## config.mk

```make
export PLATFORM = sky130hd
export DESIGN_NAME = nsc_line_fsm
export DESIGN_NICKNAME = d
export VERILOG_FILES = /design/src/design/nsc_pkg.sv /design/src/design/nsc_line_fsm.sv
export SDC_FILE = /design/constraint.sdc
export NUM_CORES = 1
export LEC_CHECK = 0
export ABC_AREA = 1
export ABC_CLOCK_PERIOD_IN_PS = 4800
export BUFFER_PORTS_ARGS = -buffer_cell sky130_fd_sc_hd__buf_2
export CORE_MARGIN = 1.5
export CORE_UTILIZATION = 25
export DETAILED_ROUTE_END_ITERATION = 7
export SLEW_MARGIN = 20
export SYNTH_ARGS = -nofsm -noshare
export SYNTH_HDL_FRONTEND = slang
export SYNTH_SLANG_ARGS = --single-unit
```

## constraint.sdc

```tcl
create_clock -name clk -period 4.8 [get_ports clk]
set_input_delay 1.44 -clock clk [delete_from_list [all_inputs] [get_ports clk]]
set_output_delay 1.44 -clock clk [all_outputs]
set_load 0.02 [all_outputs]
```

## src/design/nsc_pkg.sv

```systemverilog
// Shared types, constants and decode functions for the NMEA sentence checker.
// No dependencies; every other design file imports this package.
package nsc_pkg;

	localparam int MAX_LINE_LEN = 128;
	localparam int CNT_W        = $clog2(MAX_LINE_LEN);
	localparam logic [CNT_W-1:0] LIMIT = CNT_W'(MAX_LINE_LEN - 1);

	localparam int NUM_TYPES = 6;
	localparam logic [2:0] TYPE_NONE = 3'd7;

	localparam logic [1:0] ST_OK       = 2'd0;
	localparam logic [1:0] ST_MISMATCH = 2'd1;
	localparam logic [1:0] ST_BAD_HEX  = 2'd2;
	localparam logic [1:0] ST_NO_STAR  = 2'd3;

	localparam logic [7:0] CH_DOLLAR = 8'h24;
	localparam logic [7:0] CH_STAR   = 8'h2A;
	localparam logic [7:0] CH_CR     = 8'h0D;
	localparam logic [7:0] CH_LF     = 8'h0A;

	localparam logic [23:0] TYPE_TAB [NUM_TYPES] = '{
		"RMC", "VTG", "GGA", "GSA", "GSV", "GLL"
	};

	typedef struct packed {
		logic             active;
		logic             pending_cr;
		logic [7:0]       xor_acc;
		logic [CNT_W-1:0] char_count;
		logic [2:0]       type_code;
		logic [7:0]       type_hi;
		logic [7:0]       type_lo;
		logic [7:0]       hex_value;
		logic             hex_bad;
		logic             star_seen;
		logic [1:0]       hex_count;
		logic [CNT_W-1:0] star_pos;
	} line_state_t;

	typedef struct packed {
		logic       valid;
		logic [2:0] sentence_type;
		logic [1:0] status;
		logic [7:0] computed_sum;
		logic [7:0] received_sum;
		logic [6:0] line_length;
	} result_t;

	function automatic logic [2:0] type_lookup(input logic [7:0] c0, input logic [7:0] c1,
		input logic [7:0] c2);
		logic [2:0] code;
		code = TYPE_NONE;
		for (int i = 0; i < NUM_TYPES; i++) begin
			if (TYPE_TAB[i] == {c0, c1, c2}) begin
				code = 3'(i);
			end
		end
		return code;
	endfunction

	// Returns {valid, value}; only 0-9 and uppercase A-F are valid.
	function automatic logic [4:0] hex_digit(input logic [7:0] c);
		logic [4:0] d;
		if (c >= 8'h30 && c <= 8'h39) begin
			d = {1'b1, 4'(c - 8'h30)};
		end else if (c >= 8'h41 && c <= 8'h46) begin
			d = {1'b1, 4'(c - 8'h41 + 8'd10)};
		end else begin
			d = 5'd0;
		end
		return d;
	endfunction

endpackage

```

## src/design/nsc_line_fsm.sv

```systemverilog
// Per-sentence state: type match, running XOR, hex checksum decode and length.
// Depends on nsc_pkg for the state and result structs and decode functions.
module nsc_line_fsm (
	input  logic               clk,
	input  logic               arst_n,
	input  logic               step,
	input  logic [7:0]         data_byte,
	input  logic [5:0]         wanted_types,
	output nsc_pkg::result_t   res
);
	import nsc_pkg::*;

	localparam line_state_t LINE_IDLE = '{type_code: TYPE_NONE, default: '0};

	line_state_t st_q;
	line_state_t st_d;
	line_state_t st_tmp;
	logic [CNT_W-1:0] len_full;
	logic [10:0]      len_ext;

	function automatic line_state_t take_char(input line_state_t s, input logic [7:0] c);
		line_state_t n;
		logic        in_window;
		logic [4:0]  d;
		n = s;
		in_window = s.char_count < LIMIT;
		d = hex_digit(c);
		if (!s.star_seen) begin
			if (in_window) begin
				if (c == CH_STAR) begin
					n.star_seen = 1'b1;
					n.star_pos = s.char_count;
				end else begin
					n.xor_acc = s.xor_acc ^ c;
					if (s.char_count == CNT_W'(2)) begin
						n.type_hi = c;
					end else if (s.char_count == CNT_W'(3)) begin
						n.type_lo = c;
					end else if (s.char_count == CNT_W'(4)) begin
						n.type_code = type_lookup(s.type_hi, s.type_lo, c);
					end
				end
			end
		end else if (s.hex_count < 2'd2) begin
			if (!in_window || !d[4]) begin
				n.hex_bad = 1'b1;
			end else begin
				n.hex_value = {s.hex_value[3:0], d[3:0]};
			end
			n.hex_count = s.hex_count + 2'd1;
		end
		if (in_window) begin
			n.char_count = s.char_count + CNT_W'(1);
		end
		return n;
	endfunction

	always_comb begin
		st_d = st_q;
		st_tmp = st_q;
		res = '0;
		len_full = st_q.star_seen ? st_q.star_pos : st_q.char_count;
		len_ext = 11'(len_full);
		res.sentence_type = st_q.type_code;
		res.computed_sum = st_q.xor_acc;
		res.line_length = (len_ext > 11'd127) ? 7'd127 : len_ext[6:0];
		if (!st_q.star_seen) begin
			res.status = ST_NO_STAR;
		end else if (st_q.hex_bad || st_q.hex_count < 2'd2) begin
			res.status = ST_BAD_HEX;
		end else begin
			res.received_sum = st_q.hex_value;
			res.status = (st_q.hex_value == st_q.xor_acc) ? ST_OK : ST_MISMATCH;
		end
		if (data_byte == CH_DOLLAR) begin
			st_d = '0;
			st_d.active = 1'b1;
			st_d.type_code = TYPE_NONE;
		end else if (st_q.active) begin
			if (st_q.pending_cr && data_byte == CH_LF) begin
				st_d.active = 1'b0;
				st_d.pending_cr = 1'b0;
				res.valid = (st_q.type_code < 3'(NUM_TYPES)) &&
					wanted_types[st_q.type_code];
			end else begin
				if (st_q.pending_cr) begin
					st_tmp = take_char(st_q, CH_CR);
					st_tmp.pending_cr = 1'b0;
				end
				if (data_byte == CH_CR) begin
					st_d = st_tmp;
					st_d.pending_cr = 1'b1;
				end else begin
					st_d = take_char(st_tmp, data_byte);
				end
			end
		end
		if (!res.valid) begin
			res = '0;
		end
	end

	always_ff @(posedge clk or negedge arst_n) begin
		if (!arst_n) begin
			st_q <= LINE_IDLE;
		end else if (step) begin
			st_q <= st_d;
		end
	end

	a_res_type: assert property (@(posedge clk) disable iff (!arst_n)
		res.valid |-> (res.sentence_type < 3'(NUM_TYPES)) && wanted_types[res.sentence_type])
		else $error("result for a type that is unknown or not wanted");

	a_rsum_zero: assert property (@(posedge clk) disable iff (!arst_n)
		res.valid && (res.status == ST_BAD_HEX || res.status == ST_NO_STAR)
		|-> res.received_sum == 8'd0)
		else $error("received checksum not zero on a failed decode");

	a_line_closed: assert property (@(posedge clk) disable iff (!arst_n)
		step && res.valid |=> !st_q.active)
		else $error("line still open after its result");

	a_hex_count: assert property (@(posedge clk) disable iff (!arst_n)
		st_q.hex_count != 2'd3)
		else $error("more than two checksum digits taken");

endmodule

```

# Word level (Yosys, flattened, before mapping)
# Index checks and enable logic that the tools add are counted.
# op_classes
add_sub_neg,7
n_mul,0
n_div,0
order_cmp,10
n_eq_ne,18
shift,0
muxes,79
n_bitwise,2
n_reduce_logical,14
# ops
cell,count
2-to-1 mux 55 bit,5
"== test 23 x 24 -> 1 bit, first input constant",6
2-to-1 mux 8 bit,13
2-to-1 mux 19 bit,5
2-to-1 mux 54 bit,1
2-to-1 mux 53 bit,1
2-to-1 mux 5 bit,10
2-to-1 mux 49 bit,1
2-to-1 mux 7 bit,6
2-to-1 mux 3 bit,12
2-to-1 mux 9 bit,4
2-to-1 mux 29 bit,1
"== test 7 x 2 -> 1 bit, second input constant",4
"== test 8 x 4 -> 1 bit, second input constant",2
"== test 8 x 6 -> 1 bit, second input constant",2
"adder 7 x 1 -> 7 bit, second input constant",2
"== test 7 x 3 -> 1 bit, second input constant",2
"< comparator 7 bit, second input constant",2
2-to-1 mux 2 bit,7
2-to-1 mux 1 bit,10
== test 8 bit,1
"greater-or-equal comparator 8 x 6 -> 1 bit, second input constant",1
"greater-or-equal comparator 8 x 7 -> 1 bit, second input constant",1
"<= comparator 8 x 6 -> 1 bit, second input constant",1
18 further kinds,30
# word_totals
regBits,55
latch_bits,0
ramBits,0
mem_bits_ro,0
input_bits,17
output_inout_bits,29
mem_count,0

# Depth between registers and ports, before layout
# Gate-level depths: netlist of the first run.
# logic_depth
ltp_word,31
mapped_depth,18
mapped_depth_nobuf,17

# Worst setup path before layout of the first run
# OpenSTA, ideal clock, no wires.
# synth_path
path_kind,input -> output
from,input data_byte[0]
to,output res[0] in the netlist's numbering
arrival_ns,3.214
required_time_ns,3.360
slack_ns,0.146
path_stages,9
path_buffers,1
path_cell_list,inv_1 > ha_1 > and3_1 > inv_1 > nor3_2 > and3_1 > inv_2 > buf_1 > nor2_1
# synth_rtl
item,line_no,text
start: declaration,nsc_line_fsm.sv:7,"input logic [7:0] data_byte,"
end: declaration,nsc_line_fsm.sv:9,output nsc_pkg::result_t res

==> results of run 1 <==
Yosys cell counts, drive strengths merged:
cell     number  area share (%)
o21ai        59             6.8
o41ai         1            0.19
nand3        56             6.7
nor2         99              11
nor4          4            0.55
a21oi        36             4.1
xnor2         3            0.58
a21boi        1            0.17
o2111ai       1            0.19
and3          2            0.28
o22ai         7            0.96
or2           1            0.14
buf          14             2.2
xor2          5            0.96
nand3b        2            0.33
nand2       158              15
nor3         16             2.2
o31ai        11             2.1
inv          93             7.7
o211ai        7             1.2
ha           13             3.6
clkbuf        4            0.33
nand4        18             2.5
dfstp         3             1.7
dfrtp        52              29
critical path: stages:
cell	delay, ps
buf_2	130
inv_1	70
buf_4	140
ha_1	180
nand2_2	80
nor2_4	160
nor2_4	80
and3_1	180
inv_2	390
nor2_1	130
buf_2	190
cell usage in the layout (no fill, tap or decap), types with 5 or more instances in the layout:
| master | synthesis | final |
|---|---|---|
| nand2_4 | 6 | 6 |
| nor3_1 | 12 | 11 |
| ha_1 | 13 | 13 |
| nand2_1 | 136 | 136 |
| o22ai_1 | 7 | 7 |
| dfrtp_1 | 52 | 52 |
| o21ai_1 | 20 | 20 |
| xor2_1 | 5 | 5 |
| inv_1 | 82 | 82 |
| nand4_1 | 18 | 18 |
| nand3_1 | 53 | 53 |
| nor2_4 | 8 | 8 |
| o21ai_0 | 35 | 35 |
| clkbuf_16 | 0 | 5 |
| o31ai_1 | 8 | 8 |
| nand2_2 | 15 | 15 |
| nor2_1 | 83 | 83 |
| inv_2 | 10 | 10 |
| buf_2 | 4 | 45 |
| nor2_2 | 6 | 6 |
| a21oi_1 | 34 | 34 |
| buf_4 | 1 | 8 |
| o211ai_1 | 7 | 7 |
cell families (layout without fill, tap and decap cells):
group,after synthesis,count (layout),share of synthesized area (%)
and+or+nand+nor,356,356,38.44
AOI/OAI and AO/OA,123,123,15.79
buffers and inverters,111,154,10.25
DFF,55,55,30.39
adders and majority gates,13,13,3.582
xor gates and xnor gates,8,8,1.543
power by group:
part / total (mW) / switching [mW] / leakage, nW / internal (mW)
combinational: 0.893 / 0.578 / 1.56 / 0.315
sequential: 0.757 / 0.143 / 0.724 / 0.615
clock: 0.388 / 0.192 / 0.0675 / 0.197
total: 2.04 / 0.913 / 2.35 / 1.13
cell type report:
| class | instances | share of cell area (%) |
|---|---|---|
| sequential | 55 | 26.77 |
| timing repair buffer | 53 | 5.534 |
| tap | 229 | 5.558 |
| clock inverter | 2 | 0.3155 |
| multi-input combinational | 500 | 52.50 |
| clock buffer | 6 | 2.500 |
| inverter | 93 | 6.820 |
layer usage:
layer | track usage (%) | wire length [um] | up-vias | share of wire, %
li1 | - | - | 2271 | -
met1 | 20.09 | 6298 | 2130 | 47
met2 | 23.97 | 6278 | 113 | 47
met3 | 2.575 | 596 | 17 | 4.4
met4 | 5.150 | 242 | 0 | 1.8
met5 | 0 | 0 | - | 0
per-stage QoR:
| step | utilization, % | setup WS, ps | power (mW) | hold WS (ps) |
|---|---|---|---|---|
| 5_1_grt | 28.80 | 20.66 | 2.227 | 511.4 |
| 4_1_cts | 28.76 | 159.1 | 2.049 | 495.2 |
| 2_1_floorplan | - | 145.6 | 1.438 | 452.0 |
| 6_report | 28.80 | 180.9 | 2.039 | 489.3 |
| 3_3_place_gp | 27.95 | 199.6 | 1.645 | 470.2 |
| 3_5_place_dp | 27.95 | 165.7 | 1.654 | 475.3 |
worst max-delay path by stage:
stage,slack [ps],cells past startpoint,endpoint,startpoint
after detailed placement,170,11,res[26],data_byte[0]
after floorplan,150,9,res[0],data_byte[0]
after global routing,20,11,res[12],data_byte[0]
after global placement,200,11,res[26],data_byte[0]
final,180,11,res[26],data_byte[0]
after CTS,160,11,res[26],data_byte[0]
==> key figures, run 1 <==
Clock tree
  • Clock sinks: 55
  • Post-cts gate resize count: 0
  • Clock buffer count from CTS: 5
  • H-tree Lvls: 2
  • CTS tree: yes
  • Hold buffer count at cts: 0
  • Clock Root Buffer: clkbuf_16
  • Clock Latency Late Sink: 320 ps
  • Worst-path clk slew: 80 ps
  • CTS Buffer Depth: 2
  • Number of post-CTS setup repair buffers: 0

Logic synthesis
  • Syn_area_per_cell: between 6 and 7 um^2
  • Synthesized area: approximately 0.0045 mm^2
  • Register area share after synthesis: a little under a third
  • Synth cell types: 43
  • Syn nets: slightly below 700
  • Synthesis Warnings: 0
  • Synth Register Bits: 55
  • Synthesized instance count: ~670

Setup path
  • R2R Setup Slk: roughly 2200 ps
  • Crit Path Category: primary input to output pin
  • Startpoint Class: primary input
  • R2R cell count: 15
  • Worst r2r src: st_q[9]$_DFFE_PN0P_
  • Crit path arrival time: approximately 3200 ps
  • Crit. End Element: output pin
  • Worst Path Max Fanout: 28
  • Worst EP required: ~3400 ps
  • R2r endpoint: st_q[37]$_DFFE_PN1P_

Finish
  • Share of post-route cells with drive strength above 1: 18.34%
  • Largest registers: st_q x55
  • Synth-to-layout area growth: 13.53%
  • FILL cells: approximately 2k
  • Register area: about 0.0014 mm^2
  • Multi-input gate area: approximately 0.0027 mm^2
  • Net count reported at finish: roughly 740
  • Biggest register: st_q
  • Final instance area: 0.005155 mm^2
  • Antenna cells: 0
  • Flip-flop count of the largest register after layout: 55
  • Post-route insts no fill: about 940

Drt
  • TritonRoute pass-1 iters: 5
  • Vias per cell: ~4.8
  • DRC: 0
  • Wire length per cell: ~14 um
  • Drt initial violations: roughly 360
  • Antenna Nets Post-Route: 0
  • Via count: about 4.5k
  • Routed WL: about 13000 um

Power
  • VDD IR-drop max: around 0.14 mV
  • Leakage: ~2.4 nW
  • Power Dens Cells: just under 400 mW/mm^2

Hold path
  • Worst hold path class: flip-flop to flip-flop
  • Worst Hold Depth: 2
  • WHS Endpoint: st_q[2]$_DFFE_PN0P_
  • Hold path start: st_q[2]$_DFFE_PN0P_

Floorplan
  • Initial Util: 25.36%
  • Die Ht: 137.8 um
  • Die Wd: 137.8 um
  • IO Pins: 46
  • Die area: 0.01898 mm^2
  • Row cnt: 49
  • Core area: ~0.018 mm^2

Global routing
  • Initial antenna violation count: 0
  • Number of global-route vias before repair: between 4k and 5k
  • Grt ovf: 0
  • Gr usage total: between 10 and 15%
  • Pin count of the biggest net entering global routing: 39
  • Wire length of the first global-routing pass: roughly 22000 um

Timing
  • RSZ-0062 raised after global routing: no
  • Final worst path period share: a little over nine tenths
  • Period minus WS final: 4619 ps
  • Final hold viol count: 0
  • Final TNS setup: 0 ps
  • Slew @ Worst Pin: approximately 940 ps
  • FMAX: roughly 220 MHz
  • Final Skew: around 11 ps
  • Max-Slew Margin vs Limit: a little under two fifths
  • Final Max Tran Viols: 0
  • # setup viols final: 0

Place
  • Placed cell count: 930
  • RePlAce Congestion: around 0.86
  • Area after DPL: ~0.005 mm^2
  • Post-DP HPWL: 10200 um
  • Port Buffer Count: 45

Outcome
  • Status: finished, final reports clean

Job
  • Max cap viols: 0
Note: power is estimated with default switching activity, not from simulation.
==> inputs of run 2 (changes only) <==
- MAX_ROUTING_LAYER: default -> met4
- RECOVER_POWER: default -> 50
==> run 2 against run 1 <==
The run now ends with max-capacitance violations, max-slew violations left. Clock skew is 2.0 ps lower. Die area is the same. Setup slack better by 5.2 ps. Cell area shrank 0.80%. Sequential cell count unchanged. Clock power barely moved. Global-route usage grew 0.45 points. Final cell count did not move. Count of clock-buffer cells in the layout unchanged. Critical endpoint unchanged. Highest routed layer unchanged.
==> key figures, run 2 (synthesis results as in run 1) <==
Drt
  • Drt initial violations: 388 (was 361)
  • TritonRoute pass-1 iters: 5 (unchanged)
  • Antenna Nets Post-Route: 0 (unchanged)
  • DRC: 0 (unchanged)
  • Via count: 4525 (was 4531)
  • Met2 WL: 6300 um (was 6278 um)
  • Met3 wire len: 564 um (was 596 um)
  • Wire length per cell: 14.29 um (was 14.30 um)
  • WL met1: 6313 um (was 6298 um)
  • DR top layer: met4 (unchanged)
  • Vias per cell: 4.824 (was 4.830)
  • Routed WL: 13400 um (was 13420 um)

Timing
  • Slew @ Worst Pin: 2243 ps (was 939.3 ps)
  • Final TNS setup: 0 ps (unchanged)
  • RSZ-0062 raised after global routing: no (unchanged)
  • FMAX: 216.7 MHz (was 216.5 MHz)
  • Final worst path period share: 96.12% (was 96.23%)
  • Max-Slew Margin vs Limit: -49.51% (was 37.38%)
  • # setup viols final: 0 (unchanged)
  • Final Max Tran Viols: 39 (was 0)
  • Final hold viol count: 0 (unchanged)
  • Final Skew: 9.108 ps (was 11.07 ps)
  • Period minus WS final: 4614 ps (was 4619 ps)

Setup path
  • Worst r2r src: st_q[53]$_DFFE_PN0P_ (was st_q[9]$_DFFE_PN0P_)
  • R2R cell count: 7 (was 15)
  • Crit Path Category: primary input to output pin (unchanged)
  • Startpoint Class: primary input (unchanged)
  • R2R Setup Slk: 1680 ps (was 2150 ps)
  • Crit. End Element: output pin (unchanged)
  • Crit path arrival time: 3170 ps (was 3180 ps)
  • R2r endpoint: st_q[35]$_DFFE_PN1P_ (was st_q[37]$_DFFE_PN1P_)
  • Critical path endpoint: res[26] (unchanged)
  • Worst Path Max Fanout: 28 (unchanged)
  • CP startpoint: data_byte[0] (unchanged)
  • Worst EP required: 3360 ps (about the same)

Finish
  • Post-route insts no fill: 938 (unchanged)
  • Final instance area: 0.005114 mm^2 (was 0.005155 mm^2)
  • Most frequent cells in the layout: nand2_1, nor2_1, inv_1 (unchanged)
  • Share of post-route cells with drive strength above 1: 17.21% (was 18.34%)
  • Synth-to-layout area growth: 12.62% (was 13.53%)
  • Most common cell after layout, fill and taps aside: nand2_1 (unchanged)
  • Flip-flop count of the largest register after layout: 55 (unchanged)
  • Net count reported at finish: 738 (unchanged)
  • Largest registers: st_q x55 (unchanged)
  • Antenna cells: 0 (unchanged)
  • Biggest register: st_q (unchanged)

Global routing
  • Wire length of the first global-routing pass: 22020 um (was 22000 um)
  • Initial antenna violation count: 0 (unchanged)
  • Number of global-route vias before repair: 4278 (was 4279)
  • Grt ovf: 0 (unchanged)
  • Pin count of the biggest net entering global routing: 39 (unchanged)
  • Gr usage total: 15.35% (was 14.90%)

Place
  • Area after DPL: 0.005004 mm^2 (unchanged)
  • Post-DP HPWL: 10200 um (unchanged)
  • Placed cell count: 930 (unchanged)
  • Port Buffer Count: 45 (unchanged)
  • RePlAce Congestion: 0.8777 (was 0.8637)

Outcome
  • Status: finished, violations left (was finished, final reports clean)
  • Failing checks: max-capacitance violations, max-slew violations

Hold path
  • Hold path start: st_q[2]$_DFFE_PN0P_ (unchanged)
  • Worst hold path class: flip-flop to flip-flop (unchanged)

Floorplan
  • Initial Util: 25.36% (unchanged)
  • Core area: 0.01790 mm^2 (unchanged)
  • Row cnt: 49 (unchanged)
  • Die area: 0.01898 mm^2 (unchanged)
  • Die Wd: 137.8 um (unchanged)
  • IO Pins: 46 (unchanged)
  • Die Ht: 137.8 um (unchanged)

Clock tree
  • CTS Buffer Depth: 2 (unchanged)
  • Clock Latency Late Sink: 310 ps (was 320 ps)
  • Worst-path clk slew: 80 ps (about the same)
  • Clock Root Buffer: clkbuf_16 (unchanged)
  • H-tree Lvls: 2 (unchanged)
  • Hold buffer count at cts: 0 (unchanged)
  • CTS tree: yes (unchanged)
  • Number of post-CTS setup repair buffers: 0 (unchanged)
  • Clock sinks: 55 (unchanged)
  • Clock buffer count from CTS: 5 (unchanged)

Job
  • Max cap viols: 1 (was 0)

Power
  • Overall power: 2.034 mW (was 2.039 mW)
  • Power Dens Cells: 397.7 mW/mm^2 (was 395.5 mW/mm^2)
  • Leakage: 2.333 nW (was 2.351 nW)
  • VDD IR-drop max: 0.1434 mV (was 0.1446 mV)
run 2: through the flow:
step                      hold slack [ps]  setup WS (ps)  utilization (%)
final                               489.2          186.1            28.56
after global routing                511.2          24.01            28.56
after CTS                           495.2          159.1            28.76
after detailed placement            475.3          165.7            27.95
after global placement              470.2          199.6            27.95
after floorplan                     452.0          145.6                -
run 2: cell type report:
| type | instances | area [um^2] |
|---|---|---|
| multi-input cells | 500 | 2679 |
| well taps | 229 | 286.5 |
| repair buffers | 53 | 272.8 |
| inverters | 93 | 350.3 |
| clock buffers | 6 | 128.9 |
| clock inverters | 2 | 16.27 |
| fillers | 2013 | 12790 |
| flip-flops and latches | 55 | 1380 |
run 2: metal layers:
layer | global-route usage (%) | up-vias
met5 | - | -
met2 | 24.03 | 117
met1 | 20.20 | 2127
met3 | 2.428 | 16
met4 | 5.150 | 0
li1 | - | 2265
run 2: report_power, final:
part | total, mW | internal (mW) | switching, mW | leakage, nW
logic | 0.889 | 0.311 | 0.578 | 1.54
clock network | 0.386 | 0.197 | 0.189 | 0.0675
registers | 0.759 | 0.615 | 0.144 | 0.724
run 2: worst min-delay path by stage:
stage,slack (ps),to,depth (start not counted)
6_report,490,st_q[2]$_DFFE_PN0P_,2
5_1_grt,510,st_q[2]$_DFFE_PN0P_,2
4_1_cts,500,st_q[2]$_DFFE_PN0P_,2
3_5_place_dp,480,st_q[2]$_DFFE_PN0P_,2
3_3_place_gp,470,st_q[2]$_DFFE_PN0P_,2
2_1_floorplan,450,st_q[0]$_DFFE_PN0P_,2
run 2: repair_timing:
| action | in CTS | in global routing |
|---|---|---|
| endpoints found under the hold margin | 0 | 0 |
| setup endpoints to repair | 0 | 1 |
| gates resized for setup | 0 | 1 |
run 2: worst max-delay path: stages:
cell and delay, ps:
buf_2 130, inv_1 70, buf_4 140, ha_1 180, nand2_2 80, nor2_4 150, nor2_4 80, and3_1 180
inv_2 400, nor2_1 130, buf_2 190
==> inputs of run 3 (changes only) <==
- ABC_AREA: 1 -> default
- SETUP_SLACK_MARGIN: default -> 0.2
==> run 3 against run 2 <==
The run still ends with max-capacitance violations, max-slew violations left. Clock skew rose by 1.4 ps. Clock power rose by 12%. Setup slack improved by 6.6 ps. Combinational power fell by 37%. Critical path depth fell by 3. Non-clock buffer count rose by 10. Sequential cell count did not move. Critical endpoint is now res[14].
==> key figures, run 3 <==
Logic synthesis
  • Register area share after synthesis: 34.02% (was 30.39%)
  • Synthesized instance count: 465 (was 666)
  • Synth Register Bits: 55 (unchanged)
  • Ys async rst share: 100.0% (unchanged)
  • Syn nets: 495 (was 696)
  • Top post-synthesis cells by count: dfrtp_1, nand2_1, nor2_1, o21ai_0, nand3_1 (was nand2_1, nor2_1, inv_1, nand3_1, dfrtp_1)
  • Synthesis Warnings: 0 (unchanged)
  • Synth area leader: dfrtp_1 (unchanged)
  • Count leader, synth: dfrtp_1 (was nand2_1)
  • Synth top area share: 32.08% (was 28.66%)
  • Synth cell types: 67 (was 43)
  • Syn_area_per_cell: 8.723 um^2 (was 6.818 um^2)
  • Synthesized area: 0.004056 mm^2 (was 0.004541 mm^2)
  • Post-synth top flop: dfrtp_1 (unchanged)
  • Post-synth EDFFs: 0 (unchanged)
  • Largest cells by area after synthesis: dfrtp_1, nand2_1, ha_1, nor2_1, a22o_1 (was dfrtp_1, nand2_1, nor2_1, inv_1, nand3_1)

Timing
  • Max-Slew Margin vs Limit: -98.91% (was -49.51%)
  • FMAX: 217.0 MHz (was 216.7 MHz)
  • Final TNS setup: 0 ps (unchanged)
  • Period minus WS final: 4607 ps (was 4614 ps)
  • # setup viols final: 0 (unchanged)
  • Final hold viol count: 0 (unchanged)
  • RSZ-0062 raised after global routing: no (unchanged)
  • Slew @ Worst Pin: 2984 ps (was 2243 ps)
  • Final Skew: 10.49 ps (was 9.108 ps)
  • Final Max Tran Viols: 56 (was 39)
  • Final worst path period share: 95.99% (was 96.12%)
  • Setup WS post-layout: 192.7 ps (was 186.1 ps)

Global routing
  • Grt ovf: 0 (unchanged)
  • Initial antenna violation count: 0 (unchanged)
  • Number of global-route vias before repair: 3629 (was 4278)
  • Wire length of the first global-routing pass: 19490 um (was 22020 um)
  • Gr usage total: 14.98% (was 15.35%)
  • Pin count of the biggest net entering global routing: 56 (was 39)

Finish
  • FILL cells: 1722 (was 2013)
  • Most common cell after layout, fill and taps aside: dfrtp_1 (was nand2_1)
  • Share of post-route cells with drive strength above 1: 18.70% (was 17.21%)
  • Post-layout util: 29.87% (was 28.56%)
  • Multi-input gate area: 0.002502 mm^2 (was 0.002679 mm^2)
  • Register area: 0.001380 mm^2 (unchanged)
  • Largest registers: st_q x55 (unchanged)
  • Net count reported at finish: 537 (was 738)
  • Most frequent cells in the layout: dfrtp_1, nand2_1, buf_2 (was nand2_1, nor2_1, inv_1)
  • Synth-to-layout area growth: 16.96% (was 12.62%)
  • Antenna cells: 0 (unchanged)
  • Flip-flop count of the largest register after layout: 55 (unchanged)
  • Biggest register: st_q (unchanged)
  • Post-route insts no fill: 724 (was 938)

Clock tree
  • Clock sinks: 55 (unchanged)
  • Worst-path clk slew: 70 ps (was 80 ps)
  • Hold buffer count at cts: 0 (unchanged)
  • Clock Root Buffer: clkbuf_16 (unchanged)
  • H-tree Lvls: 2 (unchanged)
  • Clock buffer count from CTS: 5 (unchanged)
  • Number of post-CTS setup repair buffers: 0 (unchanged)
  • CTS tree: yes (unchanged)
  • CTS Buffer Depth: 2 (unchanged)
  • Clock Latency Late Sink: 290 ps (was 310 ps)

Drt
  • Antenna Nets Post-Route: 0 (unchanged)
  • TritonRoute pass-1 iters: 5 (unchanged)
  • Vias per cell: 5.220 (was 4.824)
  • Wire length per cell: 17.03 um (was 14.29 um)
  • Routed WL: 12330 um (was 13400 um)
  • Via count: 3779 (was 4525)
  • Drt initial violations: 317 (was 388)
  • DRC: 0 (unchanged)

Setup path
  • R2R cell count: 8 (was 7)
  • Crit path arrival time: 3170 ps (about the same)
  • Crit Path Category: primary input to output pin (unchanged)
  • R2r endpoint: st_q[23]$_DFFE_PN0P_ (was st_q[35]$_DFFE_PN1P_)
  • Worst-path cell chain: clkbuf_1 -> nor4_4 -> nand4_1 -> or3_4 -> inv_2 -> buf_6 -> and3_1 -> buf_2 (was buf_2 -> inv_1 -> buf_4 -> ha_1 -> nand2_2 -> nor2_4 -> nor2_4 -> and3_1 -> inv_2 -> nor2_1 -> buf_2)
  • CP startpoint: data_byte[5] (was data_byte[0])
  • Worst EP required: 3360 ps (about the same)
  • Crit. End Element: output pin (unchanged)
  • Startpoint Class: primary input (unchanged)
  • Worst r2r src: st_q[43]$_DFFE_PN0P_ (was st_q[53]$_DFFE_PN0P_)
  • Top cell family by delay on the critical path: simple AND/OR/NAND/NOR gates (was buffers and inverters)
  • R2R Setup Slk: 1550 ps (was 1680 ps)
  • Critical path's slowest cell: or3_4 (was inv_2)
  • Buf/Inv on CP: 4 (was 5)
  • Crit path largest cell delay: 390 ps (was 400 ps)
  • Worst Path Max Fanout: 9 (was 28)

Place
  • Port Buffer Count: 45 (unchanged)
  • Placed cell count: 715 (was 930)
  • RePlAce Congestion: 0.8876 (was 0.8777)
  • Post-DP HPWL: 9128 um (was 10200 um)
  • Pre-CTS WS: 103.6 ps (was 165.7 ps)

Floorplan
  • IO Pins: 46 (unchanged)
  • Initial Util: 25.54% (was 25.36%)
  • Row cnt: 46 (was 49)
  • Die Ht: 130.4 um (was 137.8 um)
  • Core area: 0.01589 mm^2 (was 0.01790 mm^2)
  • Die area: 0.01700 mm^2 (was 0.01898 mm^2)
  • Die Wd: 130.4 um (was 137.8 um)

Power
  • Power Dens Cells: 354.8 mW/mm^2 (was 397.7 mW/mm^2)
  • Overall power: 1.683 mW (was 2.034 mW)
  • Leakage: 2.110 nW (was 2.333 nW)
  • VDD IR-drop max: 0.1686 mV (was 0.1434 mV)

Outcome
  • Status: finished, violations left (unchanged)
  • Failing checks: max-capacitance violations, max-slew violations (unchanged)

Hold path
  • Worst hold path class: flip-flop to flip-flop (unchanged)
  • WHS Endpoint: st_q[6]$_DFFE_PN0P_ (was st_q[2]$_DFFE_PN0P_)
  • Worst Hold Depth: 2 (unchanged)
  • Hold path start: st_q[6]$_DFFE_PN0P_ (was st_q[2]$_DFFE_PN0P_)

Job
  • Max cap viols: 1 (unchanged)
## run 3: changes by cell type after synthesis, sizes merged, moves of 16 or more
cell,delta
o21ai,-33
a22o,+16
inv,-76
nor2,-57
nand3,-37
nand2,-112
a21oi,-22
## run 3: through the flow
step / hold slack [ps] / area [um^2]
floorplan: 448.3 / 4058
global placement: 467.3 / 4542
detailed placement: 474.4 / 4542
CTS: 489.5 / 4731
global route: 517.8 / 4745
finish: 484.5 / 4745
## run 3: area by class of cell
cell class	instances	share of cell area [%]
Clock buffer	6	2.927
Multi-Input combinational cell	365	52.74
Timing Repair Buffer	63	7.384
Clock inverter	2	0.8175
Tap cell	216	5.696
Sequential cell	55	29.09
Inverter	17	1.345
## run 3: report_power, final
group          switching (mW)  total [mW]  internal, mW
Combinational           0.313       0.562         0.250
Clock                   0.171       0.434         0.263
Sequential              0.134       0.687         0.553
## run 3: kinds of logic after synthesis
logic type	Yosys count	share of synthesized area [%]
adders and majority gates	13	4.010
DFF	55	34.02
xor gates and xnor gates	18	3.886
and+or+nand+nor	202	28.32
buffers and inverters	45	4.966
AOI/OAI and AO/OA	114	19.93
muxes	18	4.873
## run 3: worst min-delay path, stage by stage, from the launching register on
cell and delay, ps:
dfrtp_1 340, nand2_1 50, o21ai_0 60
## run 3: worst max path at each step
| stage | endpoint | cells after the start |
|---|---|---|
| finish | res[14] | 8 |
| global route | res[22] | 8 |
| CTS | res[14] | 8 |
| detailed placement | res[14] | 8 |
| global placement | res[7] | 8 |
| floorplan | res[15] | 7 |
## run 3: layer usage
metal | vias to the layer above | global-route usage, % | routed length [um]
met3 | 12 | 2.036 | 658
met2 | 118 | 23.90 | 5814
met4 | 0 | 2.973 | 121
met5 | - | - | 0
li1 | 1804 | - | -
met1 | 1845 | 20.42 | 5733
## run 3: what timing repair did
| item | CTS | global route |
|---|---|---|
| pin swaps | 0 | 0 |
| endpoints found under the setup margin | 20 | 15 |
| cloned | 0 | 1 |
| resized for setup | 3 | 7 |
